## config.mk

```make
export PLATFORM = sky130hd
export DESIGN_NAME = polygon_normal_and_centroid
export DESIGN_NICKNAME = d
export VERILOG_FILES = /design/src/rtl/pnc_pkg.sv /design/src/rtl/pnc_mul.sv /design/src/rtl/pnc_div.sv /design/src/rtl/polygon_normal_and_centroid.sv
export SDC_FILE = /design/constraint.sdc
export NUM_CORES = 2
export LEC_CHECK = 0
export BUFFER_PORTS_ARGS = -buffer_cell sky130_fd_sc_hd__buf_2
export CAP_MARGIN = 0
export CORE_MARGIN = 8
export CORE_UTILIZATION = 35
export DETAILED_ROUTE_END_ITERATION = 6
export PLACE_DENSITY = 0.55
export SLEW_MARGIN = 20
export SYNTH_ARGS = -nofsm -noshare
export SYNTH_HDL_FRONTEND = slang
export SYNTH_HIERARCHICAL = 1
export SYNTH_SLANG_ARGS = --single-unit
```

## constraint.sdc

```tcl
create_clock -name clk_i -period 13.26 [get_ports clk_i]
set_clock_uncertainty 0.2 [all_clocks]
set_input_delay 2.652 -clock clk_i [delete_from_list [all_inputs] [get_ports clk_i]]
set_output_delay 2.652 -clock clk_i [all_outputs]
set_load 0.05 [all_outputs]
```

## src/rtl/pnc_pkg.sv

```systemverilog
package pnc_pkg;

  // Fixed result widths
  localparam int ACC_W     = 56;  // normal sums, signed Q.16
  localparam int SUM_W     = 30;  // coordinate sums, signed Q22.8
  localparam int OUT_W     = 24;  // centroid coordinates, signed Q16.8
  localparam int CNT_OUT_W = 7;   // reported vertex count

  // Output tdata: three normals, three centroid coordinates, count, byte padding
  localparam int OUT_USED_W = 3 * ACC_W + 3 * OUT_W + CNT_OUT_W;
  localparam int OUT_DW     = ((OUT_USED_W + 7) / 8) * 8;

  // Axis codes, also the order of the three Newell products
  localparam logic [1:0] AXIS_X = 2'd0;
  localparam logic [1:0] AXIS_Y = 2'd1;
  localparam logic [1:0] AXIS_Z = 2'd2;

  // Tag that travels with a product through the multiplier register
  typedef struct packed {
    logic       valid;
    logic [1:0] idx;
  } mul_tag_t;

endpackage

```

## src/rtl/pnc_mul.sv

```systemverilog
module pnc_mul #(
  parameter int OP_W = 25
) (
  input  logic                       clk_i,
  input  logic                       rst_ni,
  input  logic signed [OP_W-1:0]     a_i,
  input  logic signed [OP_W-1:0]     b_i,
  input  pnc_pkg::mul_tag_t          tag_i,
  output logic signed [2*OP_W-1:0]   prod_o,
  output pnc_pkg::mul_tag_t          tag_o
);

  logic signed [2*OP_W-1:0] prod_q;
  pnc_pkg::mul_tag_t        tag_q;

  // Register the product and its tag
  always_ff @(posedge clk_i or negedge rst_ni) begin
    if (!rst_ni) begin
      tag_q <= '0;
    end else begin
      tag_q <= tag_i;
    end
  end

  always_ff @(posedge clk_i) begin
    prod_q <= a_i * b_i;
  end

  assign prod_o = prod_q;
  assign tag_o  = tag_q;

endmodule

```

## src/rtl/pnc_div.sv

```systemverilog
module pnc_div #(
  parameter int DIV_W = 7
) (
  input  logic                              clk_i,
  input  logic                              rst_ni,
  input  logic                              start_i,
  input  logic signed [pnc_pkg::SUM_W-1:0]  dividend_i,
  input  logic [DIV_W-1:0]                  divisor_i,
  output logic                              busy_o,
  output logic                              done_o,
  output logic [pnc_pkg::SUM_W-1:0]         quotient_o
);

  localparam int STEP_W = $clog2(pnc_pkg::SUM_W);

  logic                        busy_q;
  logic                        done_q;
  logic                        neg_q;
  logic [pnc_pkg::SUM_W-1:0]   mag_q;
  logic [DIV_W-1:0]            rem_q;
  logic [DIV_W-1:0]            den_q;
  logic [STEP_W-1:0]           step_q;
  logic [DIV_W:0]              rem_sh;
  logic [DIV_W:0]              rem_sub;
  logic                        fits;

  // One restoring step: shift in the next dividend bit, subtract if it fits
  always_comb begin
    rem_sh  = {rem_q, mag_q[pnc_pkg::SUM_W-1]};
    fits    = rem_sh >= {1'b0, den_q};
    rem_sub = rem_sh - {1'b0, den_q};
  end

  // Iterate one quotient bit per cycle on the magnitude
  always_ff @(posedge clk_i or negedge rst_ni) begin
    if (!rst_ni) begin
      busy_q <= 1'b0;
      done_q <= 1'b0;
      neg_q  <= 1'b0;
      step_q <= '0;
      mag_q  <= '0;
      rem_q  <= '0;
      den_q  <= '0;
    end else begin
      done_q <= 1'b0;
      if (start_i) begin
        busy_q <= 1'b1;
        neg_q  <= dividend_i[pnc_pkg::SUM_W-1];
        mag_q  <= dividend_i[pnc_pkg::SUM_W-1] ? -dividend_i : dividend_i;
        rem_q  <= '0;
        den_q  <= divisor_i;
        step_q <= '0;
      end else if (busy_q) begin
        rem_q  <= fits ? rem_sub[DIV_W-1:0] : rem_sh[DIV_W-1:0];
        mag_q  <= {mag_q[pnc_pkg::SUM_W-2:0], fits};
        step_q <= step_q + 1'b1;
        if (step_q == STEP_W'(pnc_pkg::SUM_W - 1)) begin
          busy_q <= 1'b0;
          done_q <= 1'b1;
        end
      end
    end
  end

  // Truncate toward zero: negate the magnitude quotient for a negative dividend
  assign quotient_o = neg_q ? -mag_q : mag_q;
  assign busy_o     = busy_q;
  assign done_o     = done_q;

endmodule

```

## src/rtl/polygon_normal_and_centroid.sv

```systemverilog
// Per stored vertex after the first: accept, then three passes through the
// shared multiplier. Last vertex: three more passes for the closing edge, then
// three serial divisions (one quotient bit per cycle), then a load of the output
// register once it is empty.
// Reset (rst_ni low, asynchronous) clears all sums, the vertex count and the
// overflow flag, and empties the output register.
module polygon_normal_and_centroid #(
  parameter int MAX_VERTICES = 64,
  parameter int COORD_WIDTH  = 24
) (
  input  logic                                      clk_i,
  input  logic                                      rst_ni,
  input  logic                                      s_axis_tvalid,
  output logic                                      s_axis_tready,
  // vertex_x, vertex_y, vertex_z from bit 0 up, zero padded
  input  logic [((3*COORD_WIDTH+7)/8)*8-1:0]        s_axis_tdata,
  input  logic                                      s_axis_tlast,
  output logic                                      m_axis_tvalid,
  input  logic                                      m_axis_tready,
  // normal_x, normal_y, normal_z, center_x, center_y, center_z, vertex_count,
  // from bit 0 up, zero padded
  output logic [pnc_pkg::OUT_DW-1:0]                m_axis_tdata,
  // too_many
  output logic                                      m_axis_tuser
);

  localparam int CW    = COORD_WIDTH;
  localparam int OP_W  = CW + 1;
  localparam int CNT_W = $clog2(MAX_VERTICES + 1);
  localparam int ACC_W = pnc_pkg::ACC_W;
  localparam int SUM_W = pnc_pkg::SUM_W;
  localparam int OUT_W = pnc_pkg::OUT_W;

  typedef enum logic [2:0] {
    ST_IDLE,
    ST_MUL,
    ST_DIV,
    ST_DIV_WAIT,
    ST_LOAD
  } state_e;

  state_e                   state_q;
  logic [1:0]               axis_q;
  logic                     closing_q;
  logic                     last_q;
  logic signed [CW-1:0]     cur_q   [3];
  logic signed [CW-1:0]     first_q [3];
  logic signed [CW-1:0]     prev_q  [3];
  logic [ACC_W-1:0]         acc_q   [3];
  logic [SUM_W-1:0]         sum_q   [3];
  logic [OUT_W-1:0]         cen_q   [3];
  logic [CNT_W-1:0]         count_q;
  logic                     over_q;

  logic                     out_valid_q;
  logic [ACC_W-1:0]         out_norm_q [3];
  logic [OUT_W-1:0]         out_cen_q  [3];
  logic [pnc_pkg::CNT_OUT_W-1:0] out_count_q;
  logic                     out_over_q;

  logic signed [CW-1:0]     in_vtx [3];
  logic signed [CW-1:0]     b_vtx  [3];
  logic signed [OP_W-1:0]   op_diff;
  logic signed [OP_W-1:0]   op_sum;
  pnc_pkg::mul_tag_t        mul_tag_in;
  pnc_pkg::mul_tag_t        mul_tag;
  logic signed [2*OP_W-1:0] mul_prod;
  logic                     in_acc;
  logic                     div_start;
  logic                     div_busy;
  logic                     div_done;
  logic [SUM_W-1:0]         div_quot;

  // Unpack the vertex and pick the far end of the current edge
  always_comb begin
    for (int a = 0; a < 3; a++) begin
      in_vtx[a] = $signed(s_axis_tdata[a*CW +: CW]);
      b_vtx[a]  = closing_q ? first_q[a] : cur_q[a];
    end
  end

  // Select the difference and sum for the current Newell product
  always_comb begin
    unique case (axis_q)
      pnc_pkg::AXIS_X: begin
        op_diff = OP_W'(prev_q[1]) - OP_W'(b_vtx[1]);
        op_sum  = OP_W'(prev_q[2]) + OP_W'(b_vtx[2]);
      end
      pnc_pkg::AXIS_Y: begin
        op_diff = OP_W'(prev_q[2]) - OP_W'(b_vtx[2]);
        op_sum  = OP_W'(prev_q[0]) + OP_W'(b_vtx[0]);
      end
      pnc_pkg::AXIS_Z: begin
        op_diff = OP_W'(prev_q[0]) - OP_W'(b_vtx[0]);
        op_sum  = OP_W'(prev_q[1]) + OP_W'(b_vtx[1]);
      end
      default: begin
        op_diff = '0;
        op_sum  = '0;
      end
    endcase
    mul_tag_in.valid = (state_q == ST_MUL);
    mul_tag_in.idx   = axis_q;
  end

  pnc_mul #(
    .OP_W (OP_W)
  ) u_mul (
    .clk_i  (clk_i),
    .rst_ni (rst_ni),
    .a_i    (op_diff),
    .b_i    (op_sum),
    .tag_i  (mul_tag_in),
    .prod_o (mul_prod),
    .tag_o  (mul_tag)
  );

  assign div_start = (state_q == ST_DIV);

  pnc_div #(
    .DIV_W (CNT_W)
  ) u_div (
    .clk_i      (clk_i),
    .rst_ni     (rst_ni),
    .start_i    (div_start),
    .dividend_i ($signed(sum_q[axis_q])),
    .divisor_i  (count_q),
    .busy_o     (div_busy),
    .done_o     (div_done),
    .quotient_o (div_quot)
  );

  assign s_axis_tready = (state_q == ST_IDLE);
  assign in_acc        = s_axis_tvalid && s_axis_tready;

  // Sequencer, accumulators and output register
  always_ff @(posedge clk_i or negedge rst_ni) begin
    if (!rst_ni) begin
      state_q     <= ST_IDLE;
      axis_q      <= pnc_pkg::AXIS_X;
      closing_q   <= 1'b0;
      last_q      <= 1'b0;
      count_q     <= '0;
      over_q      <= 1'b0;
      out_valid_q <= 1'b0;
      for (int a = 0; a < 3; a++) begin
        first_q[a] <= '0;
        prev_q[a]  <= '0;
        acc_q[a]   <= '0;
        sum_q[a]   <= '0;
      end
    end else begin
      // Add the registered product into its axis
      if (mul_tag.valid) begin
        acc_q[mul_tag.idx] <= acc_q[mul_tag.idx] + ACC_W'(mul_prod);
      end

      // Drop the output once taken
      if (m_axis_tvalid && m_axis_tready) begin
        out_valid_q <= 1'b0;
      end

      unique case (state_q)
        ST_IDLE: begin
          if (in_acc) begin
            last_q    <= s_axis_tlast;
            axis_q    <= pnc_pkg::AXIS_X;
            closing_q <= 1'b0;
            for (int a = 0; a < 3; a++) begin
              cur_q[a] <= in_vtx[a];
            end
            if (count_q == '0) begin
              // First vertex opens the polygon
              for (int a = 0; a < 3; a++) begin
                first_q[a] <= in_vtx[a];
                prev_q[a]  <= in_vtx[a];
                sum_q[a]   <= SUM_W'(in_vtx[a]);
              end
              count_q <= CNT_W'(1);
              if (s_axis_tlast) begin
                closing_q <= 1'b1;
                state_q   <= ST_MUL;
              end
            end else if (count_q < CNT_W'(MAX_VERTICES)) begin
              state_q <= ST_MUL;
            end else begin
              // Pool full: drop the vertex, still close on a last one
              over_q <= 1'b1;
              if (s_axis_tlast) begin
                closing_q <= 1'b1;
                state_q   <= ST_MUL;
              end
            end
          end
        end
        ST_MUL: begin
          if (axis_q == pnc_pkg::AXIS_Z) begin
            axis_q <= pnc_pkg::AXIS_X;
            if (!closing_q) begin
              for (int a = 0; a < 3; a++) begin
                prev_q[a] <= cur_q[a];
                sum_q[a]  <= sum_q[a] + SUM_W'(cur_q[a]);
              end
              count_q <= count_q + 1'b1;
              if (last_q) begin
                closing_q <= 1'b1;
              end else begin
                state_q <= ST_IDLE;
              end
            end else begin
              state_q <= ST_DIV;
            end
          end else begin
            axis_q <= axis_q + 2'd1;
          end
        end
        ST_DIV: begin
          state_q <= ST_DIV_WAIT;
        end
        ST_DIV_WAIT: begin
          if (div_done) begin
            cen_q[axis_q] <= div_quot[OUT_W-1:0];
            if (axis_q == pnc_pkg::AXIS_Z) begin
              state_q <= ST_LOAD;
            end else begin
              axis_q  <= axis_q + 2'd1;
              state_q <= ST_DIV;
            end
          end
        end
        ST_LOAD: begin
          // Hand over the result and reopen for the next polygon
          if (!out_valid_q) begin
            out_valid_q <= 1'b1;
            out_count_q <= pnc_pkg::CNT_OUT_W'(count_q);
            out_over_q  <= over_q;
            for (int a = 0; a < 3; a++) begin
              out_norm_q[a] <= acc_q[a];
              out_cen_q[a]  <= cen_q[a];
              first_q[a]    <= '0;
              prev_q[a]     <= '0;
              acc_q[a]      <= '0;
              sum_q[a]      <= '0;
            end
            count_q   <= '0;
            over_q    <= 1'b0;
            closing_q <= 1'b0;
            axis_q    <= pnc_pkg::AXIS_X;
            state_q   <= ST_IDLE;
          end
        end
        default: begin
          state_q <= ST_IDLE;
        end
      endcase
    end
  end

  // Pack the result item
  always_comb begin
    m_axis_tdata = '0;
    for (int a = 0; a < 3; a++) begin
      m_axis_tdata[a*ACC_W +: ACC_W]           = out_norm_q[a];
      m_axis_tdata[3*ACC_W + a*OUT_W +: OUT_W] = out_cen_q[a];
    end
    m_axis_tdata[3*ACC_W + 3*OUT_W +: pnc_pkg::CNT_OUT_W] = out_count_q;
  end

  assign m_axis_tvalid = out_valid_q;
  assign m_axis_tuser  = out_over_q;

  // Input is never taken while a division is running
  assert property (@(posedge clk_i) disable iff (!rst_ni)
    s_axis_tready |-> !div_busy)
    else $error("vertex accepted during division");

  // Each multiplier issue produces a tagged product in the cycle after
  assert property (@(posedge clk_i) disable iff (!rst_ni)
    (state_q == ST_MUL) |=> mul_tag.valid)
    else $error("multiplier product lost");

  // Vertex count stays within the pool
  assert property (@(posedge clk_i) disable iff (!rst_ni)
    count_q <= CNT_W'(MAX_VERTICES))
    else $error("vertex count beyond maximum");

  // Loading a result clears the polygon state
  assert property (@(posedge clk_i) disable iff (!rst_ni)
    $rose(m_axis_tvalid) |-> (count_q == '0 && !over_q))
    else $error("polygon state not cleared on result");

endmodule
```

==> results.json <==
{
  "start_kind": "flip-flop",
  "grt_pass1_wl_um": 359000,
  "synth_cells": 7984,
  "final-setup-viol-count": 0,
  "max_stage_delay_ns": 1.14,
  "clockBufferDepth": 3,
  "coreArea_um2": 214000,
  "dpl.hpwl_um": 180000,
  "status": "finished, final reports clean",
  "syn2layout_area_growth_pct": 10.7,
  "slew_violations": 0,
  "numCtsBuffers": 102,
  "cts_resized": 0,
  "period_minus_slack_ns": 12.29,
  "rsz0062_at_grt": "false",
  "layout_common_cells": "nand2_1, inv_1, fa_1, a21oi_1, dfrtp_1",
  "crit_top_cell": "fa_1",
  "clkTransAtPathRegs_ns": 0.08,
  "syn_area_um2": 75200,
  "fp.dieW_um": 480,
  "critPathCaptureType": "flip-flop",
  "die_area_um2": 230000,
  "gp_congestion": 0.911,
  "nets": 9272,
  "hp-start": "cen_q[2][3]",
  "cts.sinks": 915,
  "crit_path_top_delay_cell": "fa_1",
  "drive_gt1_share_pct": 8.81,
  "maxCapViolations": 0,
  "antenna_found_initial": 15,
  "hp-class": "flip-flop to flip-flop",
  "max_freq_mhz": 81.4,
  "avgSynthCellArea_um2": 9.42,
  "critical_path_arrival_ns": 12.72,
  "ant_nets": 0,
  "htreeDepth": 3,
  "startpoint": "closing_q",
  "grt-ovfl-total": 0,
  "final_core_util_pct": 38.9,
  "cts-root-buf": "clkbuf_16",
  "cts_setup_buffers": 0,
  "wl_per_cell_um": 21.4,
  "hold_violations": 0,
  "rows": 170,
  "tns_ns": 0,
  "required_ns": 13.69,
  "cts_tree": "yes",
  "worst_pin_slew_ns": 1.13,
  "rr_startpoint": "closing_q",
  "cp_max_fo": 36,
  "yosys_warnings": 6,
  "critical_path_class": "flip-flop to flip-flop",
  "cts_hold_buffers": 0,
  "synthesis.nets": 9176,
  "grt_pass1_vias": 58060,
  "drt-pass1-iter-count": 6,
  "crit_buf_inv": 5,
  "grt_max_degree": 97,
  "finalCritPeriodShare_pct": 92.7,
  "critical-path-top-delay-family": "adder cells",
  "initial_utilization_pct": 35.1,
  "grt_usage_pct": 19.8,
  "die_h_um": 480,
  "clk_latency_ns": 0.75,
  "viasPerCell": 5.30,
  "drt_wl_total_um": 235000,
  "via_count": 58345,
  "drc": 0,
  "layout_commonest_cell": "nand2_1",
  "drtIter0Drc": 4791,
  "ioPinCount": 328,
  "port_buffers": 326,
  "max_slew_margin_pct": 24.4
}
-- worst register-to-register path, delay by kind of cell, from the launching register on --
kind	cells	cell delay, ns
multiplexers	1	0.33
flip-flops	1	0.90
buffers and inverters	5	1.25
AO/OA/AOI/OAI	13	2.99
AND/OR/NAND/NOR	6	1.19
adder cells (fa/ha/maj)	9	5.32
-- layout make-up --
cell class	instances	area, µm²
fill	21351	131000
clock buffer	127	2760
tap	2838	3550
sequential	915	24600
antenna	3	7.51
timing repair buffer	419	2360
clock inverter	66	706
inverter	908	3410
multi-input combinational	5734	45800
-- final timing paths --
check | to | slack [ns] | cells after the start
max | u_mul/prod_o[47] | 0.97 | 34
min | out_cen_q[0][51] | 0.21 | 0
min reg2reg | out_cen_q[0][51] | 0.21 | 0
max reg2reg | u_mul/prod_o[47] | 0.97 | 34
min in group asynchronous | u_div/den_q[3] | 1.69 | 1
max in group asynchronous | closing_q | 7.42 | 5
-- through the flow --
step | worst slack, ns | instance area, µm² | std cells | hold slack, ns
6_report | 0.971 | 83300 | 11010 | 0.209
5_1_grt | 0.311 | 83200 | 11007 | 0.224
4_1_cts | 0.962 | 83200 | 11006 | 0.216
3_5_place_dp | 1.07 | 79800 | 10813 | 0.205
3_3_place_gp | 1.34 | 79800 | 10813 | 0.201
2_1_floorplan | 2.30 | 75200 | 7984 | 0.199
-- routing by layer --
layer / vias up / global-route usage, % / share of wire (%)
li1: 26911 / - / -
met1: 29191 / 28.6 / 46
met2: 1940 / 31.3 / 44
met3: 299 / 3.02 / 6.7
met4: 4 / 5.03 / 2.7
met5: - / 0 / 0.012
-- state kept, by name, summed over array words and instances (netlist names), 5 cells and up --
register      count
prev_q           72
first_q          72
u_div/step_q      5
u_mul/prod_o     50
u_div/rem_q       7
u_div/den_q       7
u_div/mag_q      30
cen_q            72
out_norm_q      168
out_cen_q        72
cur_q            72
acc_q           168
count_q           7
out_count_q       7
sum_q            90
Power is left out: the tool's default activity adds up to more than one toggle a clock period on the data nets, which glitch-free logic cannot reach.
